<file path="config.mk">
export PLATFORM = sky130hd
export DESIGN_NAME = aging_page_replacement
export DESIGN_NICKNAME = d
export VERILOG_FILES = /design/src/rtl/apr_pkg.sv /design/src/rtl/aging_page_replacement.sv /design/src/rtl/apr_cell.sv
export VERILOG_INCLUDE_DIRS = /design/src /design/src/rtl
export SDC_FILE = /design/constraint.sdc
export NUM_CORES = 2
export LEC_CHECK = 0
export ABC_AREA = 1
export BUFFER_PORTS_ARGS = -buffer_cell sky130_fd_sc_hd__buf_2
export CORE_UTILIZATION = 25
export CTS_CLUSTER_DIAMETER = 80
export DETAILED_ROUTE_END_ITERATION = 16
export PLACE_DENSITY = 0.37
export SYNTH_ARGS = -nofsm -noshare
export SYNTH_HDL_FRONTEND = slang
export SYNTH_HIERARCHICAL = 1
export SYNTH_SLANG_ARGS = --single-unit
</file>
<file path="constraint.sdc">
create_clock -name clk -period 4.1 [get_ports clk]
set_input_delay 0.205 -clock clk [delete_from_list [all_inputs] [get_ports clk]]
set_output_delay 0.205 -clock clk [all_outputs]
set_load 0.1 [all_outputs]
</file>
<file path="src/rtl/assert_macros.svh">
// Assertion helpers included by the top-level RTL file.
`ifndef ASSERT_MACROS_SVH
`define ASSERT_MACROS_SVH

`ifndef SYNTHESIS

// Same-cycle implication, disabled while in reset.
`define APR_ASSERT_IMP(name, clk, rstn, ante, cons) \
    name: assert property (@(posedge clk) disable iff (!(rstn)) (ante) |-> (cons)) \
        else $error("assertion failed: name");

// Invariant checked on every clock edge outside reset.
`define APR_ASSERT_ALW(name, clk, rstn, cond) \
    name: assert property (@(posedge clk) disable iff (!(rstn)) (cond)) \
        else $error("assertion failed: name");

`else

`define APR_ASSERT_IMP(name, clk, rstn, ante, cons)
`define APR_ASSERT_ALW(name, clk, rstn, cond)

`endif

`endif

</file>
<file path="src/rtl/apr_pkg.sv">
package apr_pkg;

    // Default sizes
    localparam int FRAMES_DEF    = 16;
    localparam int AGE_BITS_DEF  = 8;
    localparam int PAGE_BITS_DEF = 16;

    // Fixed field widths
    localparam int CFG_BITS   = 5;
    localparam int FIDX_BITS  = 4;
    localparam int TOTAL_BITS = 32;

    // Reset value of frames_in_use
    localparam logic [CFG_BITS-1:0] FRAMES_IN_USE_RST = 5'd16;

    // Control sequencer states
    typedef enum logic [1:0] {
        ST_IDLE,
        ST_SWEEP,
        ST_COMMIT
    } apr_state_t;

    // Search flags carried along the cell row
    typedef struct packed {
        logic hit_found;
        logic empty_found;
        logic have_best;
    } apr_flags_t;

    // Update command broadcast to all cells
    typedef struct packed {
        logic en;
        logic hit;
    } apr_cmd_t;

endpackage

</file>
<file path="src/rtl/aging_page_replacement.sv">
// Aging page replacement (8-bit LRU approximation), one frame per cell.
//
// Input channel in_valid/in_ready carries page_number; one transaction is
// one page reference. Output channel out_valid/out_ready returns one result
// per reference: hit, frame_index, evicted_valid, evicted_page and the
// saturating fault_total/hit_total after that reference.
// cfg_we/cfg_wdata writes frames_in_use (0 acts as 1, above FRAMES acts as
// FRAMES); write it only while no reference is in flight.
//
// On acceptance a search token walks the row of frame cells one cell per
// cycle, then a commit step ages the active frames and updates the chosen
// one. One reference is in flight at a time and the next is taken the
// cycle after commit, so a new reference is not accepted before the last
// one has committed.
// A finished result sits in the output register; the next reference is
// accepted while it waits. If the receiver stalls, the following commit
// holds until the output register frees up.
// Reset empties all frames, clears ages and totals, and sets
// frames_in_use to 16.
module aging_page_replacement #(
    parameter int FRAMES    = apr_pkg::FRAMES_DEF,
    parameter int AGE_BITS  = apr_pkg::AGE_BITS_DEF,
    parameter int PAGE_BITS = apr_pkg::PAGE_BITS_DEF
) (
    input  logic                            clk,
    input  logic                            rst_n,
    input  logic                            cfg_we,
    input  logic [apr_pkg::CFG_BITS-1:0]    cfg_wdata,
    input  logic                            in_valid,
    output logic                            in_ready,
    input  logic [PAGE_BITS-1:0]            page_number,
    output logic                            out_valid,
    input  logic                            out_ready,
    output logic                            hit,
    output logic [apr_pkg::FIDX_BITS-1:0]   frame_index,
    output logic                            evicted_valid,
    output logic [PAGE_BITS-1:0]            evicted_page,
    output logic [apr_pkg::TOTAL_BITS-1:0]  fault_total,
    output logic [apr_pkg::TOTAL_BITS-1:0]  hit_total
);
    import apr_pkg::*;

    `include "assert_macros.svh"

    localparam int IDX_W = (FRAMES > 1) ? $clog2(FRAMES) : 1;
    localparam int CNT_W = $clog2(FRAMES + 1);
    localparam logic [TOTAL_BITS-1:0] TOTAL_MAX = '1;

    apr_state_t            state_reg, state_next;
    logic [CFG_BITS-1:0]   fiu_reg;
    logic [CNT_W-1:0]      n_active;
    logic [PAGE_BITS-1:0]  page_reg;
    logic                  start_reg;
    logic                  accept;
    logic                  commit;
    apr_cmd_t              cmd;
    logic [IDX_W-1:0]      cmd_pos;

    // Output register
    logic                  out_valid_reg;
    logic                  hit_reg;
    logic [FIDX_BITS-1:0]  fidx_reg;
    logic                  ev_valid_reg;
    logic [PAGE_BITS-1:0]  ev_page_reg;
    logic [TOTAL_BITS-1:0] fault_reg, fault_next;
    logic [TOTAL_BITS-1:0] hitcnt_reg, hitcnt_next;

    // Chain wiring, entry FRAMES is the row output
    logic                  tok   [FRAMES+1];
    apr_flags_t            flags [FRAMES+1];
    logic [IDX_W-1:0]      hidx  [FRAMES+1];
    logic [IDX_W-1:0]      eidx  [FRAMES+1];
    logic [AGE_BITS-1:0]   bage  [FRAMES+1];
    logic [IDX_W-1:0]      bidx  [FRAMES+1];
    logic [PAGE_BITS-1:0]  bpage [FRAMES+1];
    logic [FRAMES-1:0]     tok_vec;

    // Active frame count, clamped to 1..FRAMES
    always_comb
    begin
        if (fiu_reg == '0)
        begin
            n_active = CNT_W'(1);
        end
        else if (32'(fiu_reg) > 32'(FRAMES))
        begin
            n_active = CNT_W'(FRAMES);
        end
        else
        begin
            n_active = CNT_W'(fiu_reg);
        end
    end

    // Head of the chain
    assign tok[0]   = start_reg;
    assign flags[0] = '0;
    assign hidx[0]  = '0;
    assign eidx[0]  = '0;
    assign bage[0]  = '0;
    assign bidx[0]  = '0;
    assign bpage[0] = '0;

    // Row of frame cells
    for (genvar i = 0; i < FRAMES; i++)
    begin : g_cell
        logic act;
        assign act        = (n_active > CNT_W'(i));
        assign tok_vec[i] = tok[i+1];

        apr_cell #(
            .INDEX     (i),
            .IDX_W     (IDX_W),
            .AGE_BITS  (AGE_BITS),
            .PAGE_BITS (PAGE_BITS)
        ) u_cell (
            .clk           (clk),
            .rst_n         (rst_n),
            .active        (act),
            .page          (page_reg),
            .tok_in        (tok[i]),
            .tok_out       (tok[i+1]),
            .flags_in      (flags[i]),
            .flags_out     (flags[i+1]),
            .hit_idx_in    (hidx[i]),
            .hit_idx_out   (hidx[i+1]),
            .empty_idx_in  (eidx[i]),
            .empty_idx_out (eidx[i+1]),
            .best_age_in   (bage[i]),
            .best_age_out  (bage[i+1]),
            .best_idx_in   (bidx[i]),
            .best_idx_out  (bidx[i+1]),
            .best_page_in  (bpage[i]),
            .best_page_out (bpage[i+1]),
            .cmd           (cmd),
            .cmd_pos       (cmd_pos)
        );
    end

    // Sequencer: next state and commit decision
    always_comb
    begin
        state_next  = state_reg;
        accept      = 1'b0;
        commit      = 1'b0;
        in_ready    = 1'b0;
        case (state_reg)
            ST_IDLE:
            begin
                in_ready = 1'b1;
                if (in_valid)
                begin
                    accept     = 1'b1;
                    state_next = ST_SWEEP;
                end
            end
            ST_SWEEP:
            begin
                if (tok[FRAMES])
                begin
                    state_next = ST_COMMIT;
                end
            end
            ST_COMMIT:
            begin
                if (!out_valid_reg || out_ready)
                begin
                    commit     = 1'b1;
                    state_next = ST_IDLE;
                end
            end
            default:
            begin
                state_next = ST_IDLE;
            end
        endcase
    end

    // Choose the frame: hit, else first empty, else oldest
    always_comb
    begin
        cmd.en  = commit;
        cmd.hit = flags[FRAMES].hit_found;
        if (flags[FRAMES].hit_found)
        begin
            cmd_pos = hidx[FRAMES];
        end
        else if (flags[FRAMES].empty_found)
        begin
            cmd_pos = eidx[FRAMES];
        end
        else
        begin
            cmd_pos = bidx[FRAMES];
        end
    end

    // Saturating totals
    always_comb
    begin
        fault_next  = fault_reg;
        hitcnt_next = hitcnt_reg;
        if (flags[FRAMES].hit_found)
        begin
            if (hitcnt_reg != TOTAL_MAX)
            begin
                hitcnt_next = hitcnt_reg + 1'b1;
            end
        end
        else if (fault_reg != TOTAL_MAX)
        begin
            fault_next = fault_reg + 1'b1;
        end
    end

    // Control registers
    always_ff @(posedge clk or negedge rst_n)
    begin
        if (!rst_n)
        begin
            state_reg     <= ST_IDLE;
            fiu_reg       <= FRAMES_IN_USE_RST;
            start_reg     <= 1'b0;
            out_valid_reg <= 1'b0;
            fault_reg     <= '0;
            hitcnt_reg    <= '0;
        end
        else
        begin
            state_reg <= state_next;
            start_reg <= accept;
            if (cfg_we)
            begin
                fiu_reg <= cfg_wdata;
            end
            if (commit)
            begin
                out_valid_reg <= 1'b1;
                fault_reg     <= fault_next;
                hitcnt_reg    <= hitcnt_next;
            end
            else if (out_ready)
            begin
                out_valid_reg <= 1'b0;
            end
        end
    end

    // Payload registers
    always_ff @(posedge clk)
    begin
        if (accept)
        begin
            page_reg <= page_number;
        end
        if (commit)
        begin
            hit_reg      <= flags[FRAMES].hit_found;
            fidx_reg     <= FIDX_BITS'(cmd_pos);
            ev_valid_reg <= !flags[FRAMES].hit_found && !flags[FRAMES].empty_found;
            if (!flags[FRAMES].hit_found && !flags[FRAMES].empty_found)
            begin
                ev_page_reg <= bpage[FRAMES];
            end
            else
            begin
                ev_page_reg <= '0;
            end
        end
    end

    assign out_valid     = out_valid_reg;
    assign hit           = hit_reg;
    assign frame_index   = fidx_reg;
    assign evicted_valid = ev_valid_reg;
    assign evicted_page  = ev_page_reg;
    assign fault_total   = fault_reg;
    assign hit_total     = hitcnt_reg;

    // At most one search token in the row
    `APR_ASSERT_ALW(a_one_token, clk, rst_n, $onehot0({tok_vec, start_reg}))
    // Token only travels while a search is running
    `APR_ASSERT_IMP(a_tok_sweep, clk, rst_n, (tok_vec != '0) || start_reg, state_reg == ST_SWEEP)
    // A hit never reports an eviction
    `APR_ASSERT_IMP(a_hit_no_evict, clk, rst_n, out_valid_reg && hit_reg, !ev_valid_reg)
    // Commit only follows a completed search
    `APR_ASSERT_IMP(a_commit_order, clk, rst_n, commit,
        $past(state_reg) == ST_SWEEP || $past(state_reg) == ST_COMMIT)

endmodule

</file>
<file path="src/rtl/apr_cell.sv">
module apr_cell #(
    parameter int INDEX     = 0,
    parameter int IDX_W     = 4,
    parameter int AGE_BITS  = 8,
    parameter int PAGE_BITS = 16
) (
    input  logic                     clk,
    input  logic                     rst_n,
    input  logic                     active,
    input  logic [PAGE_BITS-1:0]     page,
    // search chain, one cell per cycle
    input  logic                     tok_in,
    output logic                     tok_out,
    input  apr_pkg::apr_flags_t      flags_in,
    output apr_pkg::apr_flags_t      flags_out,
    input  logic [IDX_W-1:0]         hit_idx_in,
    output logic [IDX_W-1:0]         hit_idx_out,
    input  logic [IDX_W-1:0]         empty_idx_in,
    output logic [IDX_W-1:0]         empty_idx_out,
    input  logic [AGE_BITS-1:0]      best_age_in,
    output logic [AGE_BITS-1:0]      best_age_out,
    input  logic [IDX_W-1:0]         best_idx_in,
    output logic [IDX_W-1:0]         best_idx_out,
    input  logic [PAGE_BITS-1:0]     best_page_in,
    output logic [PAGE_BITS-1:0]     best_page_out,
    // update command
    input  apr_pkg::apr_cmd_t        cmd,
    input  logic [IDX_W-1:0]         cmd_pos
);
    import apr_pkg::*;

    localparam logic [IDX_W-1:0]    MY_IDX  = IDX_W'(INDEX);
    localparam logic [AGE_BITS-1:0] AGE_MSB = {1'b1, {(AGE_BITS-1){1'b0}}};

    logic                 valid_reg, valid_next;
    logic [AGE_BITS-1:0]  age_reg, age_next;
    logic [PAGE_BITS-1:0] page_reg, page_next;
    logic                 tok_reg;
    apr_flags_t           flags_reg, flags_next;
    logic [IDX_W-1:0]     hit_idx_reg, hit_idx_next;
    logic [IDX_W-1:0]     empty_idx_reg, empty_idx_next;
    logic [AGE_BITS-1:0]  best_age_reg, best_age_next;
    logic [IDX_W-1:0]     best_idx_reg, best_idx_next;
    logic [PAGE_BITS-1:0] best_page_reg, best_page_next;
    logic [AGE_BITS-1:0]  aged;
    logic                 chosen;

    assign aged   = age_reg >> 1;
    assign chosen = (cmd_pos == MY_IDX);

    // Search step: fold this frame into the running result
    always_comb
    begin
        flags_next     = flags_in;
        hit_idx_next   = hit_idx_in;
        empty_idx_next = empty_idx_in;
        best_age_next  = best_age_in;
        best_idx_next  = best_idx_in;
        best_page_next = best_page_in;
        if (active)
        begin
            if (valid_reg && (page_reg == page) && !flags_in.hit_found)
            begin
                flags_next.hit_found = 1'b1;
                hit_idx_next         = MY_IDX;
            end
            if (!valid_reg && !flags_in.empty_found)
            begin
                flags_next.empty_found = 1'b1;
                empty_idx_next         = MY_IDX;
            end
            // strict less keeps the lowest index on ties
            if (!flags_in.have_best || (aged < best_age_in))
            begin
                flags_next.have_best = 1'b1;
                best_age_next        = aged;
                best_idx_next        = MY_IDX;
                best_page_next       = page_reg;
            end
        end
    end

    // Frame update on commit
    always_comb
    begin
        valid_next = valid_reg;
        age_next   = age_reg;
        page_next  = page_reg;
        if (cmd.en && active)
        begin
            age_next = aged;
            if (chosen)
            begin
                if (cmd.hit)
                begin
                    age_next = aged | AGE_MSB;
                end
                else
                begin
                    valid_next = 1'b1;
                    age_next   = AGE_MSB;
                    page_next  = page;
                end
            end
        end
    end

    // Control and age state
    always_ff @(posedge clk or negedge rst_n)
    begin
        if (!rst_n)
        begin
            valid_reg <= 1'b0;
            age_reg   <= '0;
            tok_reg   <= 1'b0;
            flags_reg <= '0;
        end
        else
        begin
            valid_reg <= valid_next;
            age_reg   <= age_next;
            tok_reg   <= tok_in;
            if (tok_in)
            begin
                flags_reg <= flags_next;
            end
        end
    end

    // Payload, no reset
    always_ff @(posedge clk)
    begin
        page_reg <= page_next;
        if (tok_in)
        begin
            hit_idx_reg   <= hit_idx_next;
            empty_idx_reg <= empty_idx_next;
            best_age_reg  <= best_age_next;
            best_idx_reg  <= best_idx_next;
            best_page_reg <= best_page_next;
        end
    end

    assign tok_out       = tok_reg;
    assign flags_out     = flags_reg;
    assign hit_idx_out   = hit_idx_reg;
    assign empty_idx_out = empty_idx_reg;
    assign best_age_out  = best_age_reg;
    assign best_idx_out  = best_idx_reg;
    assign best_page_out = best_page_reg;

endmodule
</file>
==> metrics.txt <==
CTS root buffer clkbuf_16; fmax 309 MHz; reg2reg path depth 10; slew margin rel. 21.7%; Power Dens Cells 575 nW/µm²; post-route DRC violation count 0; sequential share of power 45.7%; Min-Delay Path Class input pin to asynchronous set/reset pin; Setup Fix Bufs, Post-CTS 0; Clock Skew 0.0495 ns; router iterations before antenna repair 5; final WL 175000 µm; area of the multi-input gates 18600 µm²; Post-DRT Antenna Nets 0; outcome complete, no violations; post-cts repair resize count 0; Die W 471 µm; H-tree depth 4; mapped cell area 55000 µm²; Clk pin slew, worst setup/hold paths 0.06 ns; layout cell share with drive strength beyond 1 10.1%; GRT overflow 0; pre-CTS setup slack 0.817 ns; Cell Rows 171; final setup vio count 0; HPWL after DPL 126000 µm; CP Data Required Time 4.58 ns; Psw 12600 µW; critical path cell sequence inv_1 -> nand2_1 -> a21oi_2 -> buf_4 -> nand2_1 -> nor3_1 -> inv_1 -> or2_2 -> nor2_1 -> buf_4; sw frac 34.3%; wire length per cell 18.8 µm; post-route worst setup slack 0.866 ns; Sequential cell area 32500 µm²; initial DRC count 2986; crit-path max cell delay 0.71 ns; Layout area overhead 16.5%; Leakage 0.0292 µW; Worst EP arrival 3.72 ns; GRT Util Overall 15.7%; post-synthesis cell count 6018; Finished Layout Cells 9289; Buffers on Ports 113; crit path capture type register; crit path launch type register; placed cell count 9001; Crit Path Class register to register; Final Hold Fails 0; fin crit period 3.23 ns; share of total power in the clock network 33.5%; starting density of the core 25.3%; initial antenna violation count 7; routed vias 40000; CTS Hold Buffers Added 25; CTS sink count 1126; max-cap viol count 0; RePlAce Congestion 0.827; CTS tree yes; vias in the first global route 39100; I/O pins 114; Power Internal 24200 µW; Skew-Pair Late Insertion Delay 0.80 ns; Nets 6439; Avg Cell Area, Syn 9.14 µm²; final hold slack 0.00212 ns; Crit-path slowest cell a21oi_2; first-pass GRT wire length 259000 µm; TNS Setup 0 ns; Ys Warns 6; Logic pwr share 20.8%; fin. max-slew vios 0; Num CTS Buffers 141; Worst Max-Slew Pin Slew 1.17 ns; Die Ht 471 µm; largest net degree at the start of global routing 82; maximum fanout along the worst path 16; fin util 29.4%; routed vias/inst 4.31; IR drop worst, VDD 287 µV; filler instances 22900; RSZ-0062 raised after global routing false; Clock Path Buffers 3; Core Box Area 218000 µm²; full die area 222000 µm²; period utilization 78.9%
[cell usage in the layout, fill, tap and decap left out, types with 51 or more instances in the layout]
cell	count
ha_1	98
inv_1	810
nand3_1	506
nor2_1	665
dfrtp_1	261
o21ai_0	149
conb_1	51
buf_4	90
nand2_2	120
nand2_1	1935
clkbuf_16	142
buf_2	112
xnor2_1	68
a21oi_1	87
edfxtp_1	862
[worst max-delay path, delay by kind of cell (launching register included)]
| kind | cells | cell delay, ns |
|---|---|---|
| compound gates | 1 | 0.71 |
| buf+inv | 4 | 0.81 |
| flops | 1 | 0.44 |
| simple gates | 5 | 0.96 |
[layout make-up]
class                   count  area share [%]
diodes                      2         0.00781
repair buffers            240            2.72
well taps                2854            5.57
inverters                 817            4.80
clock inverters            65            1.10
clock buffers             196            6.05
multi-input cells        3989            29.1
flip-flops and latches   1126            50.7
[routing by layer]
layer / vias up / part of all wire [%] / track usage (%)
li1: 19900 / - / -
met5: - / 0.0092 / 0
met4: 2 / 2.4 / 4.27
met3: 205 / 3.9 / 2.14
met2: 737 / 46 / 25.3
met1: 19200 / 48 / 21.8
[power groups by stage]
stage	clock network [µW]	registers [µW]	logic, µW
final	12400	16900	7670
after global routing	13200	17100	8630
after CTS	12800	16900	7820
after detailed placement	0	17100	7780
after global placement	0	17200	7730
after floorplan	0	17200	4220
[path summary, 6_finish.rpt]
| kind | endpoint | slack (ns) | startpoint |
|---|---|---|---|
| worst max register to register | g_cell[5].u_cell/page_reg[15] | 0.87 | g_cell[15].u_cell/flags_out[1] |
| min in group clk | page_reg[3] | 0.12 | page_number[3] |
| max in group asynchronous | g_cell[0].u_cell/tok_out | 3.06 | rst_n |
| worst min register to register | g_cell[1].u_cell/valid_reg | 0.46 | g_cell[1].u_cell/valid_reg |
| worst min-delay path | fault_total[2] | 0.002 | rst_n |
| worst max-delay path | g_cell[5].u_cell/page_reg[15] | 0.87 | g_cell[15].u_cell/flags_out[1] |
[per-stage QoR]
step | instance area, µm² | total power, µW
4_1_cts | 64100 | 37600
3_3_place_gp | 59300 | 24900
6_report | 64100 | 36900
2_1_floorplan | 55200 | 21400
3_5_place_dp | 59300 | 24900
5_1_grt | 64100 | 39000
Power figures use the tool's default switching activity.
